`config.mk`:
```
export PLATFORM = sky130hd
export DESIGN_NAME = pressure_contact_detector
export DESIGN_NICKNAME = d
export VERILOG_FILES = /design/src/rtl/pcd_pkg.sv /design/src/rtl/pcd_cfg.sv /design/src/rtl/pcd_alu.sv /design/src/rtl/pcd_seq.sv /design/src/rtl/pressure_contact_detector.sv
export SDC_FILE = /design/constraint.sdc
export NUM_CORES = 1
export LEC_CHECK = 0
export ABC_AREA = 0
export BUFFER_PORTS_ARGS = -buffer_cell sky130_fd_sc_hd__buf_2
export CAP_MARGIN = 10
export CORE_UTILIZATION = 30
export DETAILED_ROUTE_END_ITERATION = 16
export GPL_ROUTABILITY_DRIVEN = 0
export PLACE_DENSITY = 0.47
export SLEW_MARGIN = 20
export SYNTH_ARGS = -nofsm -noshare
export SYNTH_HDL_FRONTEND = slang
export SYNTH_SLANG_ARGS = --single-unit
export TNS_END_PERCENT = 20
```
`constraint.sdc`:
```
create_clock -name clk -period 14.3 [get_ports clk]
set_clock_uncertainty 0.15 [all_clocks]
set_input_delay 2.86 -clock clk [delete_from_list [all_inputs] [get_ports clk]]
set_output_delay 2.86 -clock clk [all_outputs]
set_load 0.02 [all_outputs]
```
`src/rtl/pcd_pkg.sv`:
```
// Shared types and constants for the pressure contact detector.
// Used by every module of the block; depends on nothing else.

package pcd_pkg;

	// Sensor and arithmetic constants
	localparam int ADC_BITS         = 12;
	localparam int OVERSAMPLE_SHIFT = 3;   // eight conversions are summed
	localparam int SUM_W            = 15;
	localparam int TIME_W           = 32;
	localparam int OFFS_W           = 10;
	localparam int MS_W             = 16;
	localparam int SMOOTH_W         = ADC_BITS + 8;   // Q12.8
	localparam int FORCE_W          = 10;
	localparam int DIVIDEND_W       = ADC_BITS + FORCE_W;
	localparam int DIV_STEPS        = FORCE_W;
	localparam int DIV_CNT_W        = $clog2(DIV_STEPS);
	localparam int ALU_W            = TIME_W;

	localparam logic [ADC_BITS-1:0]   ADC_MAX       = {ADC_BITS{1'b1}};
	localparam logic [7:0]            EMA_OLD       = 8'd154;
	localparam logic [7:0]            EMA_NEW       = 8'd102;
	localparam logic [ADC_BITS-1:0]   MIN_SPAN      = ADC_BITS'(150);
	localparam logic [FORCE_W-1:0]    DIGITAL_FORCE = FORCE_W'(150);
	localparam logic [FORCE_W-1:0]    FORCE_SCALE   = FORCE_W'(1000);

	// Configuration register indexes
	localparam int REG_IDX_W = 3;
	localparam int REG_W     = 16;
	typedef enum logic [REG_IDX_W-1:0] {
		REG_ANALOG_MODE,
		REG_ACTIVE_HIGH,
		REG_START_BASELINE,
		REG_TOUCH_OFFSET,
		REG_RELEASE_OFFSET,
		REG_DEBOUNCE_MS,
		REG_IDLE_SETTLE_MS,
		REG_DRIFT_INTERVAL_MS
	} reg_idx_t;

	// Configuration as seen by the sequencer
	typedef struct packed {
		logic                analog_mode;
		logic                active_high;
		logic [ADC_BITS-1:0] start_baseline;
		logic [OFFS_W-1:0]   touch_offset;
		logic [OFFS_W-1:0]   release_offset;
		logic [MS_W-1:0]     debounce_ms;
		logic [MS_W-1:0]     idle_settle_ms;
		logic [MS_W-1:0]     drift_interval_ms;
	} cfg_t;

	// Input item, first field in the highest bits
	typedef struct packed {
		logic [TIME_W-1:0] now_ms;
		logic              digital_level;
		logic [SUM_W-1:0]  sample_sum;
	} in_item_t;

	// Result item, first field in the highest bits
	typedef struct packed {
		logic [TIME_W-1:0]   samples_seen;
		logic [FORCE_W-1:0]  force_centi_n;
		logic [ADC_BITS-1:0] zero_baseline;
		logic [ADC_BITS-1:0] filtered_value;
		logic [ADC_BITS-1:0] raw_value;
		logic                state_changed;
		logic                contact;
	} out_item_t;

	localparam int IN_W  = $bits(in_item_t);
	localparam int OUT_W = $bits(out_item_t);

	// Shared subtract and compare unit
	typedef struct packed {
		logic [ALU_W-1:0] a;
		logic [ALU_W-1:0] b;
	} alu_req_t;

	typedef struct packed {
		logic [ALU_W-1:0] diff;   // a - b modulo 2^ALU_W
		logic             ge;     // a >= b, unsigned
	} alu_res_t;

endpackage

```
`src/rtl/pcd_cfg.sv`:
```
// Configuration register file of the pressure contact detector.
// Depends on pcd_pkg for the register indexes and the cfg_t struct.

module pcd_cfg (
	input  logic                         clk,
	input  logic                         arst_n,
	input  logic                         wr_en,
	input  logic [pcd_pkg::REG_IDX_W-1:0] wr_index,
	input  logic [pcd_pkg::REG_W-1:0]     wr_data,
	output pcd_pkg::cfg_t                 cfg,
	output logic                         tare
);
	import pcd_pkg::*;

	cfg_t cfg_q;
	logic tare_q;

	// Register writes; a write to the start baseline also asks for a tare
	always_ff @(posedge clk or negedge arst_n) begin
		if (!arst_n) begin
			cfg_q.analog_mode       <= 1'b1;
			cfg_q.active_high       <= 1'b1;
			cfg_q.start_baseline    <= '0;
			cfg_q.touch_offset      <= OFFS_W'(80);
			cfg_q.release_offset    <= OFFS_W'(35);
			cfg_q.debounce_ms       <= MS_W'(40);
			cfg_q.idle_settle_ms    <= MS_W'(1500);
			cfg_q.drift_interval_ms <= MS_W'(300);
		end else if (wr_en) begin
			case (reg_idx_t'(wr_index))
				REG_ANALOG_MODE:       cfg_q.analog_mode       <= wr_data[0];
				REG_ACTIVE_HIGH:       cfg_q.active_high       <= wr_data[0];
				REG_START_BASELINE:    cfg_q.start_baseline    <= wr_data[ADC_BITS-1:0];
				REG_TOUCH_OFFSET:      cfg_q.touch_offset      <= wr_data[OFFS_W-1:0];
				REG_RELEASE_OFFSET:    cfg_q.release_offset    <= wr_data[OFFS_W-1:0];
				REG_DEBOUNCE_MS:       cfg_q.debounce_ms       <= wr_data[MS_W-1:0];
				REG_IDLE_SETTLE_MS:    cfg_q.idle_settle_ms    <= wr_data[MS_W-1:0];
				REG_DRIFT_INTERVAL_MS: cfg_q.drift_interval_ms <= wr_data[MS_W-1:0];
				default: ;
			endcase
		end
	end

	// Tare fires in the cycle after the write, when the new start baseline is held
	always_ff @(posedge clk or negedge arst_n) begin
		if (!arst_n) begin
			tare_q <= 1'b0;
		end else begin
			tare_q <= wr_en && (reg_idx_t'(wr_index) == REG_START_BASELINE);
		end
	end

	assign cfg  = cfg_q;
	assign tare = tare_q;

endmodule

```
`src/rtl/pcd_alu.sv`:
```
// Shared 32-bit subtract and compare unit of the pressure contact detector.
// Depends on pcd_pkg for the request and result structs.

module pcd_alu (
	input  pcd_pkg::alu_req_t req,
	output pcd_pkg::alu_res_t res
);
	import pcd_pkg::*;

	logic [ALU_W:0] wide_diff;

	// One subtraction gives both the difference and the unsigned compare
	always_comb begin
		wide_diff = {1'b0, req.a} - {1'b0, req.b};
		res.diff  = wide_diff[ALU_W-1:0];
		res.ge    = !wide_diff[ALU_W];
	end

endmodule

```
`src/rtl/pcd_seq.sv`:
```
// Sequencer and detector state of the pressure contact detector.
// Depends on pcd_pkg; drives the shared pcd_alu through alu_req/alu_res.

module pcd_seq (
	input  logic                 clk,
	input  logic                 arst_n,
	input  pcd_pkg::cfg_t        cfg,
	input  logic                 tare,
	input  logic                 in_valid,
	output logic                 in_ready,
	input  pcd_pkg::in_item_t    in_item,
	input  logic                 out_free,
	output logic                 res_load,
	output pcd_pkg::out_item_t   res_item,
	output pcd_pkg::alu_req_t    alu_req,
	input  pcd_pkg::alu_res_t    alu_res
);
	import pcd_pkg::*;

	typedef enum logic [3:0] {
		ST_IDLE,
		ST_EMA,
		ST_BASE,
		ST_LCT,
		ST_SETTLE,
		ST_DEB,
		ST_LDT,
		ST_DRFCMP,
		ST_DRIFT,
		ST_THR,
		ST_DIV,
		ST_DONE
	} state_t;

	state_t state_q;

	// Detector state kept across items
	logic [SMOOTH_W-1:0] smoothed_q;
	logic [ADC_BITS-1:0] baseline_q;
	logic                contact_q;
	logic [1:0]          cand_q;
	logic [TIME_W-1:0]   lct_q;
	logic [TIME_W-1:0]   ldt_q;
	logic [TIME_W-1:0]   count_q;

	// Per-item working registers
	logic [TIME_W-1:0]     now_q;
	logic [ADC_BITS-1:0]   raw_q;
	logic                  prop_q;
	logic [TIME_W-1:0]     diff_q;
	logic                  settle_ok_q;
	logic                  deb_ok_q;
	logic                  drift_ok_q;
	logic [DIVIDEND_W-1:0] rem_q;
	logic [FORCE_W-1:0]    quo_q;
	logic [ADC_BITS-1:0]   span_q;
	logic [DIV_CNT_W-1:0]  div_cnt_q;
	logic [FORCE_W-1:0]    force_q;

	// Combinational helpers
	logic [ADC_BITS-1:0]   cur;
	logic [ADC_BITS:0]     hi_thr;
	logic [ADC_BITS:0]     lo_thr;
	logic [27:0]           ema_old_prod;
	logic [SMOOTH_W-1:0]   ema_new_prod;
	logic [ADC_BITS-1:0]   delta;
	logic [ADC_BITS-1:0]   span_raw;
	logic [1:0]            cand_inc;
	logic                  changed;
	logic [TIME_W-1:0]     count_next;

	always_comb begin
		cur          = smoothed_q[SMOOTH_W-1:8];
		hi_thr       = {1'b0, baseline_q} + (ADC_BITS+1)'(cfg.touch_offset);
		lo_thr       = {1'b0, baseline_q} + (ADC_BITS+1)'(cfg.release_offset);
		ema_old_prod = 28'(EMA_OLD) * 28'(smoothed_q);
		ema_new_prod = SMOOTH_W'(EMA_NEW) * SMOOTH_W'(raw_q);
		delta        = (cur > baseline_q) ? (cur - baseline_q) : '0;
		span_raw     = ADC_MAX - baseline_q;
		cand_inc     = (cand_q == 2'd2) ? 2'd2 : (cand_q + 2'd1);
		changed      = (prop_q != contact_q) && deb_ok_q;
		count_next   = count_q + TIME_W'(1);
	end

	// Operand selection for the shared subtract and compare unit
	always_comb begin
		alu_req = '0;
		case (state_q)
			ST_LCT: begin
				alu_req.a = now_q;
				alu_req.b = lct_q;
			end
			ST_SETTLE: begin
				alu_req.a = ALU_W'(cfg.idle_settle_ms);
				alu_req.b = diff_q;
			end
			ST_DEB: begin
				alu_req.a = ALU_W'(cfg.debounce_ms);
				alu_req.b = diff_q;
			end
			ST_LDT: begin
				alu_req.a = now_q;
				alu_req.b = ldt_q;
			end
			ST_DRFCMP: begin
				alu_req.a = ALU_W'(cfg.drift_interval_ms);
				alu_req.b = diff_q;
			end
			ST_DIV: begin
				alu_req.a = ALU_W'(rem_q);
				alu_req.b = ALU_W'(span_q) << div_cnt_q;
			end
			default: ;
		endcase
	end

	assign in_ready = (state_q == ST_IDLE);
	assign res_load = (state_q == ST_DONE) && out_free;

	// Result fields, valid while res_load is high
	always_comb begin
		res_item.contact        = changed ? prop_q : contact_q;
		res_item.state_changed  = changed;
		res_item.raw_value      = raw_q;
		res_item.filtered_value = cur;
		res_item.zero_baseline  = baseline_q;
		res_item.force_centi_n  = force_q;
		res_item.samples_seen   = count_next;
	end

	// Sequencer, detector state and per-item registers
	always_ff @(posedge clk or negedge arst_n) begin
		if (!arst_n) begin
			state_q     <= ST_IDLE;
			smoothed_q  <= '0;
			baseline_q  <= '0;
			contact_q   <= 1'b0;
			cand_q      <= '0;
			lct_q       <= '0;
			ldt_q       <= '0;
			count_q     <= '0;
			now_q       <= '0;
			raw_q       <= '0;
			prop_q      <= 1'b0;
			diff_q      <= '0;
			settle_ok_q <= 1'b0;
			deb_ok_q    <= 1'b0;
			drift_ok_q  <= 1'b0;
			rem_q       <= '0;
			quo_q       <= '0;
			span_q      <= '0;
			div_cnt_q   <= '0;
			force_q     <= '0;
		end else begin
			// A start baseline write retares the baseline and the smoothed value
			if (tare) begin
				baseline_q <= cfg.start_baseline;
				smoothed_q <= {cfg.start_baseline, 8'd0};
			end

			case (state_q)
				// Capture the item and set up the chosen path
				ST_IDLE: begin
					if (in_valid) begin
						now_q <= in_item.now_ms;
						if (cfg.analog_mode) begin
							raw_q   <= ADC_BITS'(in_item.sample_sum >> OVERSAMPLE_SHIFT);
							prop_q  <= contact_q;
							state_q <= ST_EMA;
						end else begin
							raw_q   <= ADC_BITS'(in_item.digital_level);
							prop_q  <= cfg.active_high ? in_item.digital_level
										  : !in_item.digital_level;
							force_q <= (cfg.active_high == in_item.digital_level)
										? DIGITAL_FORCE : '0;
							state_q <= ST_LCT;
						end
					end
				end

				// Smoothing: 154/256 of the old value plus 102/256 of the new one
				ST_EMA: begin
					smoothed_q <= ema_old_prod[27:8] + ema_new_prod;
					state_q    <= ST_BASE;
				end

				// The baseline follows any lower reading at once
				ST_BASE: begin
					if (cur < baseline_q)
						baseline_q <= cur;
					state_q <= ST_LCT;
				end

				// Time since the last accepted state change
				ST_LCT: begin
					diff_q  <= alu_res.diff;
					state_q <= cfg.analog_mode ? ST_SETTLE : ST_DEB;
				end

				ST_SETTLE: begin
					settle_ok_q <= !alu_res.ge;
					state_q     <= ST_DEB;
				end

				ST_DEB: begin
					deb_ok_q <= !alu_res.ge;
					state_q  <= cfg.analog_mode ? ST_LDT : ST_DONE;
				end

				// Time since the last drift step
				ST_LDT: begin
					diff_q  <= alu_res.diff;
					state_q <= ST_DRFCMP;
				end

				ST_DRFCMP: begin
					drift_ok_q <= !alu_res.ge;
					state_q    <= ST_DRIFT;
				end

				// One-count drift toward the reading while idle
				ST_DRIFT: begin
					if (!contact_q && settle_ok_q && drift_ok_q
						&& ({1'b0, cur} < lo_thr)) begin
						ldt_q <= now_q;
						if (cur > baseline_q)
							baseline_q <= baseline_q + ADC_BITS'(1);
						else if (cur < baseline_q)
							baseline_q <= baseline_q - ADC_BITS'(1);
					end
					state_q <= ST_THR;
				end

				// Hysteresis and the set-up of the force division
				ST_THR: begin
					logic prop_n;
					prop_n = contact_q;
					if (!contact_q) begin
						if ({1'b0, cur} >= hi_thr) begin
							cand_q <= cand_inc;
							prop_n = (cand_inc == 2'd2);
						end else begin
							cand_q <= '0;
						end
					end else if ({1'b0, cur} <= lo_thr) begin
						prop_n = 1'b0;
						cand_q <= '0;
					end
					prop_q    <= prop_n;
					rem_q     <= DIVIDEND_W'(delta) * DIVIDEND_W'(FORCE_SCALE);
					span_q    <= (span_raw < MIN_SPAN) ? MIN_SPAN : span_raw;
					quo_q     <= '0;
					div_cnt_q <= DIV_CNT_W'(DIV_STEPS - 1);
					force_q   <= '0;
					state_q   <= prop_n ? ST_DIV : ST_DONE;
				end

				// Restoring division, one quotient bit a cycle
				ST_DIV: begin
					if (alu_res.ge)
						rem_q <= alu_res.diff[DIVIDEND_W-1:0];
					quo_q <= {quo_q[FORCE_W-2:0], alu_res.ge};
					if (div_cnt_q == '0) begin
						force_q <= {quo_q[FORCE_W-2:0], alu_res.ge};
						state_q <= ST_DONE;
					end else begin
						div_cnt_q <= div_cnt_q - DIV_CNT_W'(1);
					end
				end

				// Debounce, counter and hand-off to the output register
				ST_DONE: begin
					if (out_free) begin
						count_q <= count_next;
						if (changed) begin
							contact_q <= prop_q;
							lct_q     <= now_q;
						end
						state_q <= ST_IDLE;
					end
				end

				default: state_q <= ST_IDLE;
			endcase
		end
	end

endmodule

```
`src/rtl/pressure_contact_detector.sv`:
```
// Top level of the pressure contact detector: ports, output register and
// instances. Depends on pcd_pkg, pcd_cfg, pcd_alu and pcd_seq.
//
//   Channel  Signals                          Direction  Payload
//   s        s_tvalid s_tready s_tdata[47:0]  in         one sensor sample
//   m        m_tvalid m_tready m_tdata[79:0]  out        one detector result
//   config   wr_en wr_index[2:0] wr_data[15:0] in        register write
//
// An analog item passes through the smoothing, baseline, timing, drift and
// threshold steps; when contact is proposed the force division follows, one
// quotient bit a cycle on the shared 32-bit subtract unit. A digital item
// takes only the timing and debounce steps. The result is loaded into an output
// register; a stalled result holds the sequencer in its last step until the register frees up.
// Reset loads the register defaults and the start state; there is no clearing pass.

module pressure_contact_detector (
	input  logic                              clk,
	input  logic                              arst_n,
	// sample_sum[14:0], digital_level[15], now_ms[47:16]
	input  logic [pcd_pkg::IN_W-1:0]          s_tdata,
	input  logic                              s_tvalid,
	output logic                              s_tready,
	// contact[0], state_changed[1], raw_value[13:2], filtered_value[25:14],
	// zero_baseline[37:26], force_centi_n[47:38], samples_seen[79:48]
	output logic [pcd_pkg::OUT_W-1:0]         m_tdata,
	output logic                              m_tvalid,
	input  logic                              m_tready,
	input  logic                              wr_en,
	input  logic [pcd_pkg::REG_IDX_W-1:0]     wr_index,
	input  logic [pcd_pkg::REG_W-1:0]         wr_data
);
	import pcd_pkg::*;

	cfg_t      cfg;
	logic      tare;
	alu_req_t  alu_req;
	alu_res_t  alu_res;
	logic      out_free;
	logic      res_load;
	out_item_t res_item;
	logic      m_valid_q;
	out_item_t m_data_q;

	pcd_cfg u_cfg (
		.clk      (clk),
		.arst_n   (arst_n),
		.wr_en    (wr_en),
		.wr_index (wr_index),
		.wr_data  (wr_data),
		.cfg      (cfg),
		.tare     (tare)
	);

	pcd_alu u_alu (
		.req (alu_req),
		.res (alu_res)
	);

	pcd_seq u_seq (
		.clk      (clk),
		.arst_n   (arst_n),
		.cfg      (cfg),
		.tare     (tare),
		.in_valid (s_tvalid),
		.in_ready (s_tready),
		.in_item  (in_item_t'(s_tdata)),
		.out_free (out_free),
		.res_load (res_load),
		.res_item (res_item),
		.alu_req  (alu_req),
		.alu_res  (alu_res)
	);

	assign out_free = !m_valid_q || m_tready;

	// Output register: holds a result until the sink takes it
	always_ff @(posedge clk or negedge arst_n) begin
		if (!arst_n) begin
			m_valid_q <= 1'b0;
		end else if (res_load) begin
			m_valid_q <= 1'b1;
		end else if (m_tready) begin
			m_valid_q <= 1'b0;
		end
	end

	always_ff @(posedge clk) begin
		if (res_load)
			m_data_q <= res_item;
	end

	assign m_tvalid = m_valid_q;
	assign m_tdata  = m_data_q;

endmodule
```
; Word level (Yosys, flattened, before mapping)
; Cells that the tools add are included.
[totals]
regBits = 436
out_inout_bits = 82
word_cells = 170
[op_classes]
addsub = 11
n_mul = 3
magnitude_cmp = 6
eq_ne = 29
shift = 1
muxes = 45
n_reduce_logical = 38
[ops]
columns = cell, n
row1 = $pmux W64 S6, 1
row2 = $mux W12, 8
row3 = $pmux W4 S12, 1
row4 = $pmux W22 S2, 1
row5 = $mux W20, 2
row6 = $sub A32 B32 Y33, 1
row7 = $add A32 B1 Y32 const B, 1
row8 = $shl A12 B4 Y32, 1
row9 = $mux W10, 3
row10 = $pmux W10 S3, 1
row11 = $reduce_and A2 Y1, 15
row12 = $mul A7 B20 Y27 const A, 1
row13 = $add A12 B10 Y13, 2
row14 = $pmux W12 S2, 1
row15 = $mux W22, 1
row16 = $add A20 B19 Y20, 1
row17 = $mux W4, 5
row18 = $mul A12 B7 Y19 const B, 1
row19 = $mul A6 B12 Y18 const A, 1
row20 = $pmux W9 S2, 1
row21 = $eq A4 B3 Y1 const B, 4
row22 = $eq A4 B4 Y1 const B, 4
row23 = $ge A12 B13 Y1, 1
row24 = $le A12 B13 Y1, 1
row25 = other kinds (35), 74

; Logic depth before layout (Yosys ltp)
; Gate-level depths: netlist (run 1).
[logic_depth]
ltp_word = 8
ltp_mapped = 29

; Cells and area by module
; From an unflattened synthesis (run 1), not the netlist that was laid out.
[hier_totals]
hier_cells = 2958
hier_area_um2 = 30189.0
[modules_own_cells]
columns = mod, n_inst, cells_each, area_each_um2
row1 = pcd_seq, 1, 2448, 22638.0
row2 = pcd_cfg, 1, 183, 3390.8
row3 = pressure_contact_detector, 1, 83, 2449.8
row4 = pcd_alu, 1, 244, 1710.4

; Least setup slack after synthesis (run 1)
; No wires, ideal clock.
[synth_path]
path_type = register to register
start = register u_seq.smoothed_q[8]
end = register u_seq.rem_q[21]
setup_ps = 77
arrival_ps = 6552
t_required_ps = 14073
path_slack_ps = 7520
stages_incl_launch_ff = 27
n_path_buf = 1
synth_period_minus_slack_ps = 6780
cell_sequence = dfrtp_1 -> inv_1 -> ha_1 -> inv_1 -> fa_1 -> a21o_1 -> a21oi_1 -> o21a_1 -> o211a_2 -> nor3_4 -> clkbuf_1 -> nand2_1 -> fa_1 -> fa_1 -> fa_1 -> fa_1 -> inv_1 -> ha_1 -> a21oi_1 -> nand2_1 -> and4_1 -> a21bo_2 -> o41ai_1 -> o21ai_0 -> xnor2_1 -> mux2_2 -> a21oi_1
[synth_between]
elab_chain_len = 4
[synth_lines]
columns = item, line
row1 = start: declaration, pcd_seq.sv:38  ; logic [SMOOTH_W-1:0] smoothed_q;
row2 = start signal: assignment, pcd_seq.sv:158  ; smoothed_q <= {cfg.start_baseline, 8'd0};
row3 = start signal: assignment, pcd_seq.sv:183  ; smoothed_q <= ema_old_prod[27:8] + ema_new_prod;
row4 = $sub A12 B12 Y12 / $gt A12 B12 Y1 (equally long branches), pcd_seq.sv:78  ; delta = (cur > baseline_q) ? (cur - baseline_q) : '0;
row5 = $mux W12 (*), pcd_seq.sv:78
row6 = $mul A12 B7 Y19 (*), pcd_seq.sv:250  ; rem_q <= DIVIDEND_W'(delta) * DIVIDEND_W'(FORCE_SCALE);
row7 = $pmux W22 S2 (*), pcd_seq.sv:161  ; case (state_q)
row8 = end signal: assignment, pcd_seq.sv:250
row9 = end signal: assignment, pcd_seq.sv:261  ; rem_q <= alu_res.diff[DIVIDEND_W-1:0];
row10 = end: declaration, pcd_seq.sv:54  ; logic [DIVIDEND_W-1:0] rem_q;
; Every way passes the cells marked *; elsewhere a longest branch is shown, timed or not.
; A chain may end at the register's enable or synchronous reset.

; Final worst setup path (run 1)
; Same ends and word-level chain as after synthesis.

==> results of run 1 <==
## cells in the mapped netlist, types with 11 or more instances
cell type | n | area, µm²
a21boi_0 | 14 | 105
dfstp_2 | 20 | 526
o21ai_1 | 12 | 60.1
nor2b_1 | 28 | 175
a31oi_1 | 18 | 113
xor2_1 | 69 | 604
o21bai_1 | 16 | 120
or3_1 | 16 | 100
mux2i_1 | 40 | 400
mux2_2 | 158 | 1780
o21a_1 | 48 | 360
a22oi_1 | 36 | 270
edfxtp_1 | 80 | 2400
a211oi_1 | 11 | 82.6
nand4_1 | 31 | 194
clkbuf_1 | 93 | 349
and2_1 | 19 | 119
ha_1 | 262 | 3280
o211ai_1 | 25 | 188
a22o_1 | 15 | 131
a21oi_1 | 136 | 681
nand2_1 | 264 | 991
inv_1 | 241 | 905
a222oi_1 | 27 | 270
nor2_1 | 162 | 608
mux2_4 | 31 | 465
xnor2_1 | 106 | 928
nor3_1 | 48 | 240
and3_1 | 15 | 93.8
a21o_1 | 41 | 308
o21ai_0 | 142 | 711
fa_1 | 88 | 1760
nand3_1 | 66 | 330
dfrtp_1 | 336 | 8410
nand2b_1 | 15 | 93.8
## registers in the layout, indices dropped and copies added, names as in the netlist, 20 cells and up
name,cells
u_seq.diff_q,32
u_seq.smoothed_q,20
u_seq.rem_q,22
u_seq.ldt_q,32
u_seq.lct_q,32
m_tdata,80
u_seq.now_q,32
u_cfg.cfg,82
u_seq.count_q,32
## worst max-delay path: cells and delay by family (launching register included)
family	cells	cell delay (ns)
compound gates	8	1.69
xor+xnor	1	0.35
fa+ha+maj	7	2.84
buf+inv	3	0.41
flops	1	0.64
mux	1	0.23
simple gates	4	1.74
## placed cells by master (no fill, tap or decap), types with 28 or more instances in the layout
cell | Yosys | layout
buf_4 | 0 | 47
mux2i_1 | 40 | 40
nor2_1 | 162 | 158
buf_2 | 10 | 149
mux2_4 | 31 | 31
nand4_1 | 31 | 31
nand2_1 | 264 | 263
nand3_1 | 66 | 66
a21o_1 | 41 | 41
nor3_1 | 48 | 44
clkbuf_16 | 0 | 54
mux2_2 | 158 | 158
a22oi_1 | 36 | 36
inv_1 | 241 | 240
xnor2_1 | 106 | 106
nor2b_1 | 28 | 28
edfxtp_1 | 80 | 80
dfrtp_1 | 336 | 336
xor2_1 | 69 | 69
o21a_1 | 48 | 48
a21oi_1 | 136 | 136
ha_1 | 262 | 262
o21ai_0 | 142 | 142
fa_1 | 88 | 88
## cell families (layout without fill, tap and decap cells)
family | Yosys count | after routing | share of synthesized area
simple gates | 716 | 716 | 0.114
compound gates | 638 | 638 | 0.146
flops | 436 | 436 | 0.382
buf+inv | 364 | 541 | 0.0480
fa+ha+maj | 350 | 350 | 0.170
mux | 230 | 230 | 0.0898
xor+xnor | 175 | 175 | 0.0516
other cells | 0 | 3 | 0
## routing by layer
metal	vias up	routed length (µm)	GRT usage
met1	10700	41600	0.249
met4	6	1800	0.0425
met2	419	37000	0.263
met3	102	4360	0.0293
li1	10600	-	-
met5	-	35	0
## final cells by class
| type | count | area, µm² | area share |
|---|---|---|---|
| Clock buffer | 71 | 1470 | 0.0433 |
| Clock inverter | 28 | 354 | 0.0105 |
| Tap cell | 1287 | 1610 | 0.0476 |
| Timing Repair Buffer | 198 | 1140 | 0.0337 |
| Antenna cell | 3 | 7.51 | 0.000222 |
| Inverter | 244 | 918 | 0.0271 |
| Sequential cell | 436 | 11300 | 0.335 |
| Multi-Input combinational cell | 2109 | 17000 | 0.502 |
## per-stage QoR
| stage | hold WS [ns] | instance area, µm² |
|---|---|---|
| 6_report | 0.299 | 33800 |
| 5_1_grt | 0.315 | 33800 |
| 4_1_cts | 0.303 | 33800 |
| 3_5_place_dp | 0.290 | 32000 |
| 3_3_place_gp | 0.284 | 32000 |
| 2_1_floorplan | 0.269 | 29700 |
## path summary, 6_finish.rpt
check,from,to,slack [ns],depth (start not counted)
max,u_seq.smoothed_q[8]$_DFFE_PN0P_,u_seq.rem_q[21]$_DFFE_PN0P_,6.09,24
min,u_seq.force_q[1]$_DFFE_PN0P_,m_tdata[39]$_DFFE_PP_,0.30,0
max reg2reg,u_seq.smoothed_q[8]$_DFFE_PN0P_,u_seq.rem_q[21]$_DFFE_PN0P_,6.09,24
min reg2reg,u_seq.force_q[1]$_DFFE_PN0P_,m_tdata[39]$_DFFE_PP_,0.30,0
max in group asynchronous,arst_n,u_cfg.cfg[78]$_DFFE_PN0P_,9.96,3
min in group asynchronous,arst_n,u_seq.now_q[23]$_DFFE_PN0P_,2.05,1
==> results.txt, run 1 <==
The number of global-route vias before repair is about 22k. The most used flip-flop cell after synthesis is dfrtp_1. The share of the cycle needed by the critical path after routing came out at 0.574. The HPWL after detailed placement is roughly 62000 µm. The required time of the critical path came out at between 10 and 15 ns. The number of nets in the layout came out at between 3k and 4k. The number of standard cells after synthesis is between 2k and 3k. At the placement stage, the worst setup path has a slack of 6.13 ns.

The number of cells in the finished layout apart from fillers came out at 4376. The flow ran to the end, and the final reports show no timing, DRC or antenna violations. Setup violations remaining at the end of the flow were counted as 0.

Setup repair after global routing left no endpoint under its margin. At the end of the flow the core is filled with cells to 0.344. The critical path is of the register to register type. The maximum level of the CTS H-tree is 2.

The final setup slack of the worst path is around 6 ns. Once the clock tree was built, the resizer swapped 0 gates to a different size. Clock tree synthesis found a total of ~440 sinks.

The count of fill cells added during filler insertion is between 10k and 15k. For this design, the CTS-stage hold fixing added 0 buffers. Counting flops with a built-in enable in the synthesized netlist gives 80.

The remaining global-route overflow came out at 0. The fmax is between 100 and 150 MHz. The sequential share of the synthesized area is 0.382.

STA classifies the critical path endpoint as a register. The post-route minimum period came out at about 8.2 ns. The initialized floorplan defines 115 standard-cell rows.

The overall die area came out at between 100000 and 150000 µm². The die height is 317 µm. The tool flagged a number of max-cap violations equal to 0. The DRC violations left came out at 0. The net count after synthesis came out at approximately 3.3k.

Among all stages on the critical path, the largest delay is contributed by fa_1. The number of buffers inserted by post-CTS setup repair came out at 0. The transition time at the pin with the least slew margin is approximately 1 ns. The proportion of synthesized flip-flops having asynchronous set or reset came out at 0.817. Relative to the synthesized area, the layout overhead comes to 13.9%. The count of buffers from port buffering came out at 150. The highest cell delay on the worst timing path is 0.67 ns. The width of the die came out at ~320 µm. The starting density of the core is 0.302. The iteration-0 DRC count of the detailed router came out at roughly 1.6k. The core box area came out at about 98000 µm². The clock-pin slew on the worst setup and hold paths is approximately 0.060 ns. The global-route usage over all layers came out at 0.172. The first-pass GRT wire length is approximately 130000 µm.

The total count of max-transition violations in the final report is 0. Dividing the detail-routed wire length by the instance count gives approximately 19 µm. In the final timing run, aggregate negative setup slack is 0 ns. The largest net degree at the start of global routing came out at 78. The root buffer cell is clkbuf_16. The total I/O pin count came out at ~150. The number of placed instances with taps included came out at 4273.

The number of buffers created by CTS is 54. The routed via count came out at roughly 22k. The synthesized area per cell is 10.2 µm². The number of antenna violations at the first check in global routing is 5. Summing every instance area after synthesis gives a little under 30000 µm². The worst-case headroom to the max-slew limit is 0.346. The register bit total from synthesis came out at between 400 and 500. The netlist uses 98 different library cells.

The via-per-instance ratio is about 5. The worst-case clock buffer depth is 3. The cell that appears most often on the critical path is fa_1. Traced cell by cell, the critical path runs through inv_1, ha_1, inv_1, fa_1, a21o_1, a21oi_1, o21a_1, o211a_2, nor3_4, nand2_1, fa_1, fa_1, fa_1, fa_1, inv_1, ha_1, nor4_1, nand4_1, a21bo_2, o41ai_1, o21ai_0, xnor2_1, mux2_2, a21oi_1. The fraction of layout instances using a drive strength above 1 is 0.177.

The final number of hold-violating endpoints is 0. TritonCTS built the clock tree. Yosys printed 0 warnings.

The data arrival time at the worst-slack endpoint came out at between 8 and 9 ns. STA classifies the critical path startpoint as a register. The largest fanout on the critical path came out at 18. The worst hold path belongs to the class register to register.

The count of TritonRoute iterations in the first routing pass came out at 7. The routed wire length came out at between 80000 and 90000 µm. The final antenna-violating net count is 0.

The latest clock arrival within the worst-skew pair came out at 0.65 ns.
Power of run 1 is not shown: default switching activity piles up to over one toggle a cycle in this logic, so the estimate is an artifact.
==> run 2, diff against run 1 <==
PLACE_DENSITY = 0.48   (was 0.47)
clock period = 7.2 ns   (was 14.3 ns; I/O delays follow)
==> results.txt, run 2 (synthesis gave the netlist of run 1 again) <==
The overall die area is between 100000 and 150000 µm². The row count is about 120. The CTS tree is yes. The placed instance area came out at 32200 µm². The routed layout has ~22k vias. The starting density of the core came out at 0.302.

The number of buffers created by CTS is 52. The total overflow left after global routing is 0. The number of flip-flops in the largest register came out at 82. The width of the die came out at ~320 µm. In this run the most critical hold path is launched from u_seq.force_q[7]$_DFFE_PN0P_.

Summed over all failing endpoints, the final setup total negative slack is 0 ns. OpenSTA, run right after detailed placement, puts the worst setup slack at roughly 0.38 ns. The die is between 300 and 400 µm tall. After detailed routing, the wire length on met1 is a little over 40000 µm. In the global route stage, overall resource usage came out at 0.171. After the last flow step, the layout net total stands at about 3.5k. Of the cells placed in the final design, the portion with a size suffix greater than 1 is 0.184. The maximum level of the CTS H-tree is 2. The top layer used by detailed routing is met5. The cell at the slowest stage of the critical path is fa_1. In this design, the critical path's most frequently occurring cell is fa_1.

The max-cap check violation count came out at 0. The area added between synthesis and finish came out at 14.5%. Subtracting the final worst setup slack from the clock period gives 6.85 ns. The total count of max-transition violations in the final report came to 0. The number of global-route vias before repair is roughly 22k. The clock-pin slew on the worst setup and hold paths came out at approximately 0.06 ns. The first-pass GRT wire length is 132000 µm. The count of fill cells added during filler insertion came out at between 9k and 10k.

The worst hold slack after final layout came out at ~0.30 ns. The final setup slack of the worst path came out at 0.354 ns. The worst-case clock buffer depth is 3. For this run, the top clock speed supported by timing is 146 MHz.

The routed length on met2 is approximately 37000 µm. The number of buffers inserted for hold repair after clock tree synthesis came out at 0. The category of the critical setup timing path is register to register. In this run the worst setup path terminates at u_seq.rem_q[21]$_DFFE_PN0P_. The run finished with clean final reports. Tracing the worst setup path back leads to its startpoint at u_seq.smoothed_q[8]$_DFFE_PN0P_.

In this run the clock root is driven by a clkbuf_16. The library cell used most frequently in the layout, excluding fill and tap cells, is dfrtp_1. The routed wire length is about 85000 µm. The final number of hold-violating endpoints is 0. Leaving out fill and tap cells, the most frequent cells in the layout are 336 x dfrtp_1, 262 x nand2_1, 262 x ha_1. After legalization and detailed placement, the total HPWL measured approximately 63000 µm. The post-route standard cell area excluding fillers came out at about 34000 µm². The pre-antenna-repair detailed-routing pass consisted of 8 iterations. The core box area came out at a little under 100000 µm².

In this run the worst path has a maximum fanout of 8. The startpoint identified for the worst register-to-register timing path is u_seq.smoothed_q[8]$_DFFE_PN0P_. The latest clock arrival within the worst-skew pair is roughly 0.65 ns. After detailed routing, the number of remaining DRC violations is 0. The number of antenna violations at the first check in global routing came out at 8. The via-per-instance ratio came out at 5.00.

The total I/O pin count came out at about 150. The mean routed wirelength per cell came out at around 19 µm. The largest net degree at the start of global routing came out at roughly 160. For the worst setup path, the data required time is 7.54 ns.

The worst-case headroom to the max-slew limit came out at 0.318. The min-delay analysis places its worst path in the category register to register. The highest cell delay on the worst timing path came out at 0.61 ns. Setup slack on the worst reg-to-reg path comes out at between 0.3 and 0.4 ns.

The clock drives roughly 440 sinks. The data arrival time at the worst-slack endpoint came out at 7.18 ns. The worst setup path is captured at a register. The destination of the worst register-to-register timing path is u_seq.rem_q[21]$_DFFE_PN0P_. The routed length on met3 came out at approximately 4900 µm. The startpoint type of the worst setup path is a register. Post-CTS timing repair inserted 0 buffers for setup.

The number of cells traversed by the worst register-to-register path is 26. The share of the cycle needed by the critical path after routing came out at 0.951. The final antenna-violating net count came out at 0. The total of endpoints with negative setup slack in the final report came out at 0. After the first detailed-routing iteration, the DRC count stood at 1475. For the pin with the worst max-slew slack, the measured transition is just over 1 ns. Input and output buffers added on the ports amount to 150.
-- run 2: changes by cell type in the layout (fill, tap and decap cells not counted), moves of 2 or more --
cell      delta
buf_4       +19
clkbuf_1     -9
clkinv_1     +4
buf_12       +2
diode_2      -2
inv_6        -2
o21ai_0      -2
o21ai_1      +2
-- run 2: timing repair --
| item | in CTS | in global routing |
|---|---|---|
| endpoints found under the hold margin | 0 | 0 |
| resized for setup | 0 | 5 |
| setup endpoints to repair | 0 | 2 |
-- run 2: how the worst min path moves through the flow --
stage | endpoint | slack, ns | depth (start not counted)
2_1_floorplan | m_tdata[38]$_DFFE_PP_ | 0.27 | 0
3_3_place_gp | m_tdata[42]$_DFFE_PP_ | 0.28 | 0
3_5_place_dp | m_tdata[45]$_DFFE_PP_ | 0.28 | 0
4_1_cts | m_tdata[45]$_DFFE_PP_ | 0.30 | 0
5_1_grt | m_tdata[47]$_DFFE_PP_ | 0.31 | 0
6_report | m_tdata[45]$_DFFE_PP_ | 0.30 | 0
-- run 2: layout make-up --
class                      count  area (µm²)  share of cell area
antenna                        1        2.50           0.0000736
clock buffer                  62        1420              0.0418
clock inverter                33         413              0.0121
inverter                     244         918              0.0270
multi-input combinational   2109       17000               0.500
sequential                   436       11300               0.333
tap                         1287        1610              0.0473
timing repair buffer         218        1300              0.0381
-- run 2: per-stage QoR --
stage / instances / utilization
6_report: 4390 / 0.346
2_1_floorplan: 2909 / -
5_1_grt: 4389 / 0.346
4_1_cts: 4389 / 0.346
3_5_place_dp: 4294 / 0.327
3_3_place_gp: 4294 / 0.327
-- run 2: critical path: cells and delay by family, from the launching register on --
kind	cells	cell delay (ns)
DFF	1	0.34
adders and majority gates	7	2.76
muxes	1	0.22
xor gates and xnor gates	1	0.32
buffers and inverters	4	0.36
AOI/OAI and AO/OA	9	1.55
and+or+nand+nor	4	0.97
-- run 2: routing by layer --
| layer | GRT usage | vias to the layer above |
|---|---|---|
| met1 | 0.245 | 10700 |
| li1 | - | 10600 |
| met2 | 0.263 | 447 |
| met5 | 0 | - |
| met3 | 0.0353 | 104 |
| met4 | 0.0402 | 10 |
Power of run 2 is left out for the same reason.
